==> src/design/aging_priority_preemptive_scheduler_top_assert.svh <==
// Assertion macros for the aging priority scheduler.
// Used by the top level; needs clk_i and rst_ni in the including scope.
`ifndef AGING_PRIORITY_PREEMPTIVE_SCHEDULER_TOP_ASSERT_SVH
`define AGING_PRIORITY_PREEMPTIVE_SCHEDULER_TOP_ASSERT_SVH
`ifndef ASSERT_OFF
`define APPS_ASSERT_IMP(lbl, ante, cons, msg) \
  lbl: assert property (@(posedge clk_i) disable iff (!rst_ni) (ante) |-> (cons)) \
    else $error(msg);
`define APPS_ASSERT_NXT(lbl, ante, cons, msg) \
  lbl: assert property (@(posedge clk_i) disable iff (!rst_ni) (ante) |=> (cons)) \
    else $error(msg);
`else
`define APPS_ASSERT_IMP(lbl, ante, cons, msg)
`define APPS_ASSERT_NXT(lbl, ante, cons, msg)
`endif
`endif

==> src/design/apps_pkg.sv <==
// Shared types and constants of the aging priority scheduler.
// No dependencies.
`default_nettype none
package apps_pkg;
  localparam int QUEUE_DEPTH_DEF = 32;
  localparam int TW = 16;
  localparam int PW = 12;
  localparam logic [PW-1:0] PRI_MAX = 12'd4095;
  localparam logic [4:0] LIMIT_RST = 5'd20;
  localparam logic [15:0] PERIOD_RST = 16'd10;

  typedef enum logic {
    REG_QUEUE_LIMIT  = 1'b0,
    REG_AGING_PERIOD = 1'b1
  } apps_reg_e;

  typedef struct packed {
    logic [TW-1:0] arrival;
    logic [TW-1:0] burst;
    logic [PW-1:0] prio;
  } apps_entry_t;

  typedef struct packed {
    logic load;
    logic finish;
    logic scan_rd;
    logic div_start;
    logic compare;
    logic push_pre;
    logic dispatch;
    logic shift_rd;
    logic shift_wr;
    logic emit;
  } apps_cmd_t;

  typedef struct packed {
    logic scan_more;
    logic div_done;
    logic have_pick;
    logic shift_more;
  } apps_sts_t;
endpackage
`default_nettype wire

==> src/design/apps_div.sv <==
// Restoring 16-bit divider, one quotient bit per cycle.
// Depends on apps_pkg.
`default_nettype none
module apps_div import apps_pkg::*; (
  input  wire logic          clk_i,
  input  wire logic          rst_ni,
  input  wire logic          start_i,
  input  wire logic [TW-1:0] dividend_i,
  input  wire logic [TW-1:0] divisor_i,
  output logic               done_o,
  output logic [TW-1:0]      quotient_o
);
  localparam int CNTW = $clog2(TW + 1);
  logic [TW:0]     shifted, diff;
  logic [TW-1:0]   rem_q, quo_q, dvs_q;
  logic [CNTW-1:0] cnt_q;
  logic            done_q;

  assign shifted = {rem_q, quo_q[TW-1]};
  assign diff    = shifted - {1'b0, dvs_q};

  always_ff @(posedge clk_i or negedge rst_ni) begin
    if (!rst_ni) begin
      cnt_q  <= '0;
      done_q <= 1'b0;
    end else begin
      done_q <= 1'b0;
      if (start_i) begin
        cnt_q <= CNTW'(TW);
      end else if (cnt_q != '0) begin
        cnt_q  <= cnt_q - 1'b1;
        done_q <= (cnt_q == CNTW'(1));
      end
    end
  end

  always_ff @(posedge clk_i) begin
    if (start_i) begin
      rem_q <= '0;
      quo_q <= dividend_i;
      dvs_q <= divisor_i;
    end else if (cnt_q != '0) begin
      if (shifted >= {1'b0, dvs_q}) begin
        rem_q <= diff[TW-1:0];
        quo_q <= {quo_q[TW-2:0], 1'b1};
      end else begin
        rem_q <= shifted[TW-1:0];
        quo_q <= {quo_q[TW-2:0], 1'b0};
      end
    end
  end

  assign done_o     = done_q;
  assign quotient_o = quo_q;
endmodule
`default_nettype wire

==> src/design/apps_ctrl.sv <==
// Sequencer of one scheduler tick: finish, append, scan, preempt, dispatch, shift.
// Depends on apps_pkg.
`default_nettype none
module apps_ctrl import apps_pkg::*; (
  input  wire logic      clk_i,
  input  wire logic      rst_ni,
  input  wire logic      start,
  input  apps_sts_t      sts_i,
  output apps_cmd_t      cmd_o,
  output logic           busy,
  output logic           done_o
);
  localparam logic [3:0] S_IDLE  = 4'd0;
  localparam logic [3:0] S_FIN   = 4'd1;
  localparam logic [3:0] S_RD    = 4'd2;
  localparam logic [3:0] S_DIVST = 4'd3;
  localparam logic [3:0] S_DIVW  = 4'd4;
  localparam logic [3:0] S_PRE   = 4'd5;
  localparam logic [3:0] S_DISP  = 4'd6;
  localparam logic [3:0] S_SHRD  = 4'd7;
  localparam logic [3:0] S_SHWR  = 4'd8;
  localparam logic [3:0] S_OUT   = 4'd9;

  logic [3:0] state_q, state_d;
  logic       done_q;

  always_comb begin
    state_d = state_q;
    cmd_o   = '0;
    unique case (state_q)
      S_IDLE: begin
        if (start) begin
          cmd_o.load = 1'b1;
          state_d    = S_FIN;
        end
      end
      S_FIN: begin
        cmd_o.finish = 1'b1;
        state_d      = S_RD;
      end
      S_RD: begin
        if (sts_i.scan_more) begin
          cmd_o.scan_rd = 1'b1;
          state_d       = S_DIVST;
        end else begin
          state_d = S_PRE;
        end
      end
      S_DIVST: begin
        cmd_o.div_start = 1'b1;
        state_d         = S_DIVW;
      end
      S_DIVW: begin
        if (sts_i.div_done) begin
          cmd_o.compare = 1'b1;
          state_d       = S_RD;
        end
      end
      S_PRE: begin
        if (sts_i.have_pick) begin
          cmd_o.push_pre = 1'b1;
          state_d        = S_DISP;
        end else begin
          state_d = S_OUT;
        end
      end
      S_DISP: begin
        cmd_o.dispatch = 1'b1;
        state_d        = S_SHRD;
      end
      S_SHRD: begin
        cmd_o.shift_rd = 1'b1;
        state_d        = sts_i.shift_more ? S_SHWR : S_OUT;
      end
      S_SHWR: begin
        cmd_o.shift_wr = 1'b1;
        state_d        = S_SHRD;
      end
      S_OUT: begin
        cmd_o.emit = 1'b1;
        state_d    = S_IDLE;
      end
      default: state_d = S_IDLE;
    endcase
  end

  always_ff @(posedge clk_i or negedge rst_ni) begin
    if (!rst_ni) begin
      state_q <= S_IDLE;
      done_q  <= 1'b0;
    end else begin
      state_q <= state_d;
      done_q  <= cmd_o.emit;
    end
  end

  assign busy   = (state_q != S_IDLE);
  assign done_o = done_q;
endmodule
`default_nettype wire

==> src/design/apps_dp.sv <==
// Datapath: ready queue memory, running job, configuration and result registers.
// Depends on apps_pkg and apps_div.
`default_nettype none
module apps_dp import apps_pkg::*; #(
  parameter int QUEUE_DEPTH = QUEUE_DEPTH_DEF
) (
  input  wire logic          clk_i,
  input  wire logic          rst_ni,
  input  apps_cmd_t          cmd_i,
  output apps_sts_t          sts_o,
  input  wire logic          cfg_we_i,
  input  wire logic          cfg_addr_i,
  input  wire logic [15:0]   cfg_wdata_i,
  input  wire logic          job_valid_i,
  input  wire logic [7:0]    job_priority_i,
  input  wire logic [TW-1:0] job_burst_i,
  output logic               job_finished_o,
  output logic               arrival_lost_o,
  output logic               dispatched_o,
  output logic               preempted_o,
  output logic               preempt_lost_o,
  output logic [PW-1:0]      dispatch_priority_o,
  output logic [5:0]         queue_count_o,
  output logic               cpu_busy_o
);
  localparam int IW = $clog2(QUEUE_DEPTH);
  localparam int CW = $clog2(QUEUE_DEPTH + 1);
  localparam int KW = (CW > 6) ? CW + 1 : 7;
  localparam logic [KW-1:0] DEPTH_K = KW'(QUEUE_DEPTH);

  apps_entry_t mem [QUEUE_DEPTH];
  apps_entry_t rd_q, wr_data;
  logic        wr_en;
  logic [IW-1:0] wr_addr, rd_addr;
  logic        rd_en;

  logic [4:0]    limit_q;
  logic [15:0]   period_q;
  logic [CW-1:0] count_q, idx_q, pick_q;
  logic          idle_q, pick_valid_q;
  logic [TW-1:0] run_start_q, run_rem_q, tick_q, best_burst_q;
  logic [PW-1:0] run_pri_q, best_q;
  logic          jv_q;
  logic [7:0]    jp_q;
  logic [TW-1:0] jb_q;
  logic          fin_q, alost_q, pre_q, plost_q, disp_q;

  logic [TW-1:0] elapsed, quot;
  logic [KW-1:0] count_k, idx1_k;
  logic          arr_ok, pre_ok, div_done, cand;
  logic [TW:0]   aged_sum;
  logic [PW-1:0] aged;

  assign elapsed = tick_q - run_start_q;
  assign count_k = KW'(count_q);
  assign idx1_k  = KW'(idx_q) + KW'(1);
  assign arr_ok  = (count_k < KW'(limit_q)) && (count_k < DEPTH_K);
  assign pre_ok  = (count_k < (KW'(limit_q) + KW'(1))) && (count_k < DEPTH_K);

  apps_div u_div (
    .clk_i      (clk_i),
    .rst_ni     (rst_ni),
    .start_i    (cmd_i.div_start),
    .dividend_i (tick_q - rd_q.arrival),
    .divisor_i  (period_q),
    .done_o     (div_done),
    .quotient_o (quot)
  );

  // Aged priority of the entry just read, saturated.
  always_comb begin
    aged_sum = {{(TW + 1 - PW){1'b0}}, rd_q.prio};
    if (period_q != '0) aged_sum = aged_sum + {1'b0, quot};
    aged = (aged_sum > (TW + 1)'(PRI_MAX)) ? PRI_MAX : aged_sum[PW-1:0];
  end
  assign cand = idle_q || (aged > run_pri_q);

  // Write and read port select.
  always_comb begin
    wr_en   = 1'b0;
    wr_addr = count_q[IW-1:0];
    wr_data = '{arrival: tick_q, burst: jb_q, prio: PW'(jp_q)};
    rd_en   = 1'b0;
    rd_addr = idx_q[IW-1:0];
    if (cmd_i.finish) begin
      wr_en = jv_q && arr_ok;
    end else if (cmd_i.push_pre) begin
      wr_en   = !idle_q && pre_ok;
      wr_data = '{arrival: tick_q, burst: run_rem_q - elapsed, prio: run_pri_q};
    end else if (cmd_i.shift_wr) begin
      wr_en   = 1'b1;
      wr_addr = idx_q[IW-1:0];
      wr_data = rd_q;
    end
    if (cmd_i.scan_rd) begin
      rd_en = 1'b1;
    end else if (cmd_i.shift_rd) begin
      rd_en   = sts_o.shift_more;
      rd_addr = idx1_k[IW-1:0];
    end
  end

  always_ff @(posedge clk_i) begin
    if (wr_en) mem[wr_addr] <= wr_data;
    if (rd_en) rd_q <= mem[rd_addr];
  end

  always_ff @(posedge clk_i) begin
    if (cmd_i.load) begin
      jv_q <= job_valid_i;
      jp_q <= job_priority_i;
      jb_q <= job_burst_i;
    end
    if (cmd_i.compare && cand && (!pick_valid_q || aged > best_q)) begin
      pick_q       <= idx_q;
      best_q       <= aged;
      best_burst_q <= rd_q.burst;
    end
  end

  always_ff @(posedge clk_i or negedge rst_ni) begin
    if (!rst_ni) begin
      limit_q      <= LIMIT_RST;
      period_q     <= PERIOD_RST;
      count_q      <= '0;
      idx_q        <= '0;
      idle_q       <= 1'b1;
      pick_valid_q <= 1'b0;
      run_start_q  <= '0;
      run_rem_q    <= '0;
      run_pri_q    <= '0;
      tick_q       <= '0;
      fin_q        <= 1'b0;
      alost_q      <= 1'b0;
      pre_q        <= 1'b0;
      plost_q      <= 1'b0;
      disp_q       <= 1'b0;
    end else begin
      if (cfg_we_i) begin
        unique case (apps_reg_e'(cfg_addr_i))
          REG_QUEUE_LIMIT:  limit_q  <= cfg_wdata_i[4:0];
          REG_AGING_PERIOD: period_q <= cfg_wdata_i;
        endcase
      end
      if (cmd_i.finish) begin
        fin_q        <= !idle_q && (elapsed >= run_rem_q);
        if (!idle_q && (elapsed >= run_rem_q)) idle_q <= 1'b1;
        alost_q      <= jv_q && !arr_ok;
        if (jv_q && arr_ok) count_q <= count_q + 1'b1;
        idx_q        <= '0;
        pick_valid_q <= 1'b0;
        pre_q        <= 1'b0;
        plost_q      <= 1'b0;
        disp_q       <= 1'b0;
      end
      if (cmd_i.compare) begin
        if (cand) pick_valid_q <= 1'b1;
        idx_q <= idx_q + 1'b1;
      end
      if (cmd_i.push_pre && !idle_q) begin
        pre_q   <= 1'b1;
        plost_q <= !pre_ok;
        if (pre_ok) count_q <= count_q + 1'b1;
      end
      if (cmd_i.dispatch) begin
        idle_q      <= 1'b0;
        run_start_q <= tick_q;
        run_pri_q   <= best_q;
        run_rem_q   <= best_burst_q;
        disp_q      <= 1'b1;
        idx_q       <= pick_q;
      end
      if (cmd_i.shift_rd && !sts_o.shift_more) count_q <= count_q - 1'b1;
      if (cmd_i.shift_wr) idx_q <= idx_q + 1'b1;
      if (cmd_i.emit) tick_q <= tick_q + 1'b1;
    end
  end

  // Result word, captured once per tick.
  always_ff @(posedge clk_i or negedge rst_ni) begin
    if (!rst_ni) begin
      job_finished_o      <= 1'b0;
      arrival_lost_o      <= 1'b0;
      dispatched_o        <= 1'b0;
      preempted_o         <= 1'b0;
      preempt_lost_o      <= 1'b0;
      dispatch_priority_o <= '0;
      queue_count_o       <= '0;
      cpu_busy_o          <= 1'b0;
    end else if (cmd_i.emit) begin
      job_finished_o      <= fin_q;
      arrival_lost_o      <= alost_q;
      dispatched_o        <= disp_q;
      preempted_o         <= pre_q;
      preempt_lost_o      <= plost_q;
      dispatch_priority_o <= idle_q ? '0 : run_pri_q;
      queue_count_o       <= 6'(count_q);
      cpu_busy_o          <= !idle_q;
    end
  end

  assign sts_o.scan_more  = (idx_q < count_q);
  assign sts_o.div_done   = div_done;
  assign sts_o.have_pick  = pick_valid_q;
  assign sts_o.shift_more = (idx1_k < count_k);
endmodule
`default_nettype wire

==> src/design/aging_priority_preemptive_scheduler_top.sv <==
// Top level of the aging priority preemptive scheduler.
// Depends on apps_pkg, apps_ctrl, apps_dp and the assertion macro header.
`default_nettype none
`include "aging_priority_preemptive_scheduler_top_assert.svh"
// Each accepted word is one scheduler tick. A tick is taken when start is high and busy is
// low; its result word is held on the result ports and marked by result_valid_o for exactly
// one cycle, and the receiver cannot stall it. A tick with N queued entries keeps the block
// busy for the scan (one memory read, a divider start and a wait on the bit-serial division
// by the aging period per entry) plus, when a job is dispatched, the dispatch and a read
// and a write per entry shifted down behind the removed one. The bit-serial divider and the
// queue memory, read one entry at a time, set a tick's length. Configuration writes are
// taken at any edge with cfg_we_i high and must only be issued while busy is low.
module aging_priority_preemptive_scheduler_top import apps_pkg::*; #(
  parameter int QUEUE_DEPTH = QUEUE_DEPTH_DEF
) (
  input  wire logic          clk_i,
  input  wire logic          rst_ni,
  input  wire logic          cfg_we_i,
  input  wire logic          cfg_addr_i,
  input  wire logic [15:0]   cfg_wdata_i,
  input  wire logic          start,
  output logic               busy,
  input  wire logic          job_valid_i,
  input  wire logic [7:0]    job_priority_i,
  input  wire logic [TW-1:0] job_burst_i,
  output logic               result_valid_o,
  output logic               job_finished_o,
  output logic               arrival_lost_o,
  output logic               dispatched_o,
  output logic               preempted_o,
  output logic               preempt_lost_o,
  output logic [PW-1:0]      dispatch_priority_o,
  output logic [5:0]         queue_count_o,
  output logic               cpu_busy_o
);
  apps_cmd_t cmd;
  apps_sts_t sts;

  // The controller only sequences; all state of the scheduler lives in the datapath.
  apps_ctrl u_ctrl (
    .clk_i  (clk_i),
    .rst_ni (rst_ni),
    .start  (start),
    .sts_i  (sts),
    .cmd_o  (cmd),
    .busy   (busy),
    .done_o (result_valid_o)
  );

  apps_dp #(.QUEUE_DEPTH(QUEUE_DEPTH)) u_dp (
    .clk_i               (clk_i),
    .rst_ni              (rst_ni),
    .cmd_i               (cmd),
    .sts_o               (sts),
    .cfg_we_i            (cfg_we_i),
    .cfg_addr_i          (cfg_addr_i),
    .cfg_wdata_i         (cfg_wdata_i),
    .job_valid_i         (job_valid_i),
    .job_priority_i      (job_priority_i),
    .job_burst_i         (job_burst_i),
    .job_finished_o      (job_finished_o),
    .arrival_lost_o      (arrival_lost_o),
    .dispatched_o        (dispatched_o),
    .preempted_o         (preempted_o),
    .preempt_lost_o      (preempt_lost_o),
    .dispatch_priority_o (dispatch_priority_o),
    .queue_count_o       (queue_count_o),
    .cpu_busy_o          (cpu_busy_o)
  );

  // A result word is shown only once the tick has fully completed.
  `APPS_ASSERT_IMP(a_done_idle, result_valid_o, !busy, "result while busy")
  // An accepted tick always occupies the block in the next cycle.
  `APPS_ASSERT_NXT(a_start_busy, start && !busy, busy, "tick not started")
  // A preemption always comes with a dispatch.
  `APPS_ASSERT_IMP(a_pre_disp, result_valid_o && preempted_o, dispatched_o, "preempt alone")
  // An idle CPU reports zero priority.
  `APPS_ASSERT_IMP(a_idle_pri, result_valid_o && !cpu_busy_o, dispatch_priority_o == '0,
    "idle CPU with priority")
endmodule
`default_nettype wire
==> config.mk <==
export PLATFORM = sky130hd
export DESIGN_NAME = aging_priority_preemptive_scheduler_top
export DESIGN_NICKNAME = d
export VERILOG_FILES = /design/src/design/apps_pkg.sv /design/src/design/apps_div.sv /design/src/design/apps_ctrl.sv /design/src/design/apps_dp.sv /design/src/design/aging_priority_preemptive_scheduler_top.sv
export VERILOG_INCLUDE_DIRS = /design/src /design/src/design
export SDC_FILE = /design/constraint.sdc
export NUM_CORES = 2
export LEC_CHECK = 0
export BUFFER_PORTS_ARGS = -buffer_cell sky130_fd_sc_hd__buf_2
export CAP_MARGIN = 0
export CORE_ASPECT_RATIO = 0.9
export CORE_UTILIZATION = 60
export CTS_BUF_LIST = sky130_fd_sc_hd__clkbuf_4 sky130_fd_sc_hd__clkbuf_8
export DETAILED_ROUTE_END_ITERATION = 16
export MAX_ROUTING_LAYER = met4
export PLACE_DENSITY = 0.76
export SYNTH_ARGS = -nofsm -noshare
export SYNTH_HDL_FRONTEND = slang
export SYNTH_SLANG_ARGS = --single-unit
export TNS_END_PERCENT = 30
==> constraint.sdc <==
create_clock -name clk_i -period 7.3 [get_ports clk_i]
set_input_delay 0.73 -clock clk_i [delete_from_list [all_inputs] [get_ports clk_i]]
set_output_delay 0.73 -clock clk_i [all_outputs]
set_load 0.01 [all_outputs]
==> impl_results.md <==
- Status: complete, no violations
- Top cell type by total area after synthesis: edfxtp_1
- PortBufs: 71
- Fillers: 7325
- Area of the multi-input gates: 18800 um^2
- R2R cell count: 19
- Worst VDD drop: 260.8 uV
- Worst setup endpoint: u_dp.best_burst_q[13]
- Drt total wl: 169.1 mm
- Post-synth top area share: 66.55%
- Startpoint Class: flip-flop
- Mapped Area: 69620 um^2
- FMAX: 166.4 MHz
- Largest net degree at the start of global routing: 134
- Routability Congestion: 0.9100
- Core outline area: 115000 um^2
- DRC violations left: 0
- Setup TNS: 0 ns
- RR Endpoint: u_dp.best_burst_q[13]
- Syn Inst Count: 3994
- GRT Util Overall: 30.03%
- Psw: 9446 uW
- CP startpoint: u_dp.rd_q[0]
- Vias per inst: 6.500
- RSZ-0062 raised after global routing: false
- Reg clk slew, reported paths: 0.06 ns
- CTS root buf: clkbuf_8
- XOR/XNOR share of the synthesized area: 1.118%
- Switch share: 32.60%
- Final Max Slew Viols: 0
- Seq cells post-synth: 1694
- Worst Slack Setup Final: 1.291 ns
- Reg power frac: 42.4%
- Total of max-cap violations: 0
- Slowest CP cell: a21oi_4
- PwrDens: 372.9 nW/um^2
- Arr. time, crit path: 6.64 ns
- CTS sink count: 1694
- Area of all sequential standard cells: 50040 um^2
- Via count: 38710
- P_int: 19530 uW
- Post-synthesis sequential area ratio: 71.87%
- Synth unique cells: 79
- Die height: 325.2 um
- Crit end category: flip-flop
- Leak pwr: 0.02704 uW
- Reg2reg start: u_dp.rd_q[0]
- Post-synthesis compound-gate area fraction: 4.221%
- Die X: 361.1 um
- Mapped Nets: 4170
- Worst slew pin tran: 1.386 ns
- Slew headroom: 7.386%
- Setup Skew: 0.06779 ns
- CTS tree: yes
- FF-to-FF setup slack: 1.29 ns
- Top cells by area, synth: edfxtp_1, mux4_2, dfrtp_1, nand2_1, ha_1
- Worst EP required: 7.93 ns
- Worst min path class: primary input to flip-flop
- Period minus WS final: 6.009 ns
- Vias in the first global route: 38000
- Die area: 117400 um^2
- Top_reg_cell synth: edfxtp_1
- Post-synth EDFFs: 1543
- Area Overhead vs Synth: 11.60%
- Final Hold Viols: 0
- Iteration-0 DRC Markers: 5395
- Clock buffer depth: 4
- Post-DR wirelength/cell: 28.40 um
- Hpwl dp: 92.52 mm
- Routed Antenna Nets: 0
- Adder-Cell Fraction of Synth Area: 2.390%
- Post-synthesis simple-gate area fraction: 5.738%
- CTS Buf Count: 276
- Max incr delay on CP: 0.65 ns
- Largest family of logic cells by synthesized area: multiplexers
- Initial DRT Pass Iterations: 6
- Nets: 4461
- Layout cells sized above 1: 23.37%
- Post-Place Worst Slack: 1.454 ns
- Setup Viol. Count Final: 0
- Synth warn: 0
- CTS resizes: 0
- CP Max Fanout: 20
- Post-synthesis mux area share: 12.86%
- Critical path class: flip-flop to flip-flop
- # rows: 118
- I/O Pins: 72
- Initial antenna violation count: 4
- Starting Density: 60.54%
- Crit path cell chain: ha_1 > inv_1 > fa_1 > nor2b_1 > o21ai_0 > a21oi_1 > o221a_2 > a41oi_1 > xor2_1 > nand4_1 > o22a_1 > ha_1 > nand4_1 > or2_2 > o221ai_1 > o21a_1 > o2111ai_1 > a21oi_4 > buf_4
- Synthesized area per cell: 17.43 um^2
- Global-route wire length before repair: 248.6 mm
- Htree depth: 5
- Grt ovf: 0
- Comb pwr share: 30.8%
- Fin crit share: 82.31%
- Clk pwr share: 26.8%
- Ys async rst share: 7.969%
- Clk_lat worst skew: 0.99 ns
## worst max-delay path: cells and delay by family, from the launching register on
family	cells	cell delay, ns
fa+ha+maj	3	0.95
simple gates	4	1.18
flops	1	0.40
xor+xnor	1	0.16
compound gates	9	2.52
buf+inv	2	0.45
## power groups by stage
stage	sequential [uW]	combinational, uW	clock (uW)
final	12300	8910	7780
after global routing	12300	9620	8260
after CTS	12300	8880	7870
after detailed placement	12500	8820	0
after global placement	12400	8670	0
after floorplan	12300	6300	0
## sequential cells by signal (all words and copies together), names as in the netlist, 5 cells and up
| signal | flops |
|---|---|
| u_dp.jb_q | 16 |
| u_dp.u_div.cnt_q | 5 |
| u_dp.u_div.rem_q | 16 |
| u_dp.count_q | 6 |
| u_dp.jp_q | 8 |
| u_dp.queue_count_o | 6 |
| u_dp.run_rem_q | 16 |
| u_dp.pick_q | 6 |
| u_dp.u_div.quotient_o | 16 |
| u_dp.tick_q | 16 |
| u_dp.best_q | 12 |
| u_dp.period_q | 16 |
| u_dp.rd_q | 44 |
| u_dp.limit_q | 5 |
| u_dp.run_pri_q | 12 |
| u_dp.u_div.dvs_q | 16 |
| u_dp.mem | 1408 |
| u_dp.run_start_q | 16 |
| u_dp.idx_q | 6 |
| u_dp.dispatch_priority_o | 12 |
| u_dp.best_burst_q | 16 |
## worst min path at each step
stage	startpoint	end	slack [ns]	cells after the start
2_1_floorplan	rst_ni	u_ctrl.done_o	0.43	0
3_3_place_gp	u_dp.rd_q[25]	u_dp.best_burst_q[13]	0.44	0
3_5_place_dp	u_dp.rd_q[25]	u_dp.best_burst_q[13]	0.44	0
4_1_cts	cfg_wdata_i[1]	u_dp.period_q[1]	0.02	2
5_1_grt	cfg_wdata_i[1]	u_dp.period_q[1]	0.04	2
6_report	cfg_wdata_i[1]	u_dp.period_q[1]	0.08	2
## kinds of logic after synthesis
group	after synthesis
AO/OA/AOI/OAI	443
multiplexers	449
AND/OR/NAND/NOR	897
buffers and inverters	293
flip-flops	1694
XOR/XNOR	88
adder cells (fa/ha/maj)	130
## area by class of cell
| class | count | share of cell area, % |
|---|---|---|
| Antenna cell | 5 | 0.01610 |
| Sequential cell | 1694 | 64.40 |
| Tap cell | 1500 | 2.415 |
| Inverter | 112 | 0.5411 |
| Clock buffer | 367 | 5.889 |
| Clock inverter | 76 | 0.6087 |
| Multi-Input combinational cell | 2007 | 24.20 |
| Timing Repair Buffer | 194 | 1.928 |
## through the flow
step	area, um^2	utilization, %	total power, uW	hold WS (ns)	std cells
finish	77700	67.56	28970	0.08461	5955
global route	77700	67.56	30220	0.04367	5955
CTS	77690	67.55	29020	0.02109	5950
detailed placement	72240	62.81	21290	0.4370	5467
global placement	72240	62.81	21110	0.4440	5467
floorplan	69620	-	18580	0.4260	3994
## placed cells by master (no fill, tap or decap), drive strengths merged, types with 31 or more instances in the layout
master / count
a21oi: 73
a32oi: 49
and3: 57
buf: 154
clkbuf: 367
clkinv: 62
dfrtp: 130
dlygate4sd3: 40
edfxtp: 1543
ha: 125
inv: 114
mux2: 36
mux2i: 61
mux4: 352
nand2: 463
nand3: 119
nor2: 133
o21ai: 149
xnor2: 57
xor2: 31
## routing by layer
metal | global-route usage, % | share of wire (%)
met1 | 43.73 | 40
met2 | 43.55 | 46
met3 | 5.329 | 11
met4 | 10.15 | 2.9
met5 | - | 0
## synth_stat cells (7+ instances only)
| cell type | number |
|---|---|
| a32oi_1 | 49 |
| mux2i_1 | 60 |
| a21oi_1 | 73 |
| and3_1 | 57 |
| nand3_1 | 118 |
| nor4_1 | 12 |
| o31ai_1 | 20 |
| a31oi_1 | 10 |
| a21o_1 | 29 |
| nand2_1 | 463 |
| nand2b_1 | 15 |
| dfrtp_1 | 130 |
| nor2b_1 | 20 |
| a221o_1 | 7 |
| inv_1 | 111 |
| dfxtp_1 | 16 |
| mux4_2 | 352 |
| a211oi_1 | 7 |
| o22a_1 | 12 |
| buf_4 | 25 |
| nor3_1 | 29 |
| a22oi_1 | 19 |
| nand4_1 | 19 |
| xnor2_1 | 57 |
| nor2_1 | 132 |
| ha_1 | 125 |
| o21ai_0 | 147 |
| clkbuf_1 | 101 |
| xor2_1 | 30 |
| buf_2 | 47 |
| mux2_2 | 36 |
| buf_1 | 8 |
| edfxtp_1 | 1543 |
| o21a_1 | 15 |
## timing repair
| action | in CTS | in global routing |
|---|---|---|
| hold buffers | 40 | 0 |
| hold endpoints to repair | 109 | 0 |
| buffers inserted | 0 | 0 |
Note: power is estimated with default switching activity, not from simulation.
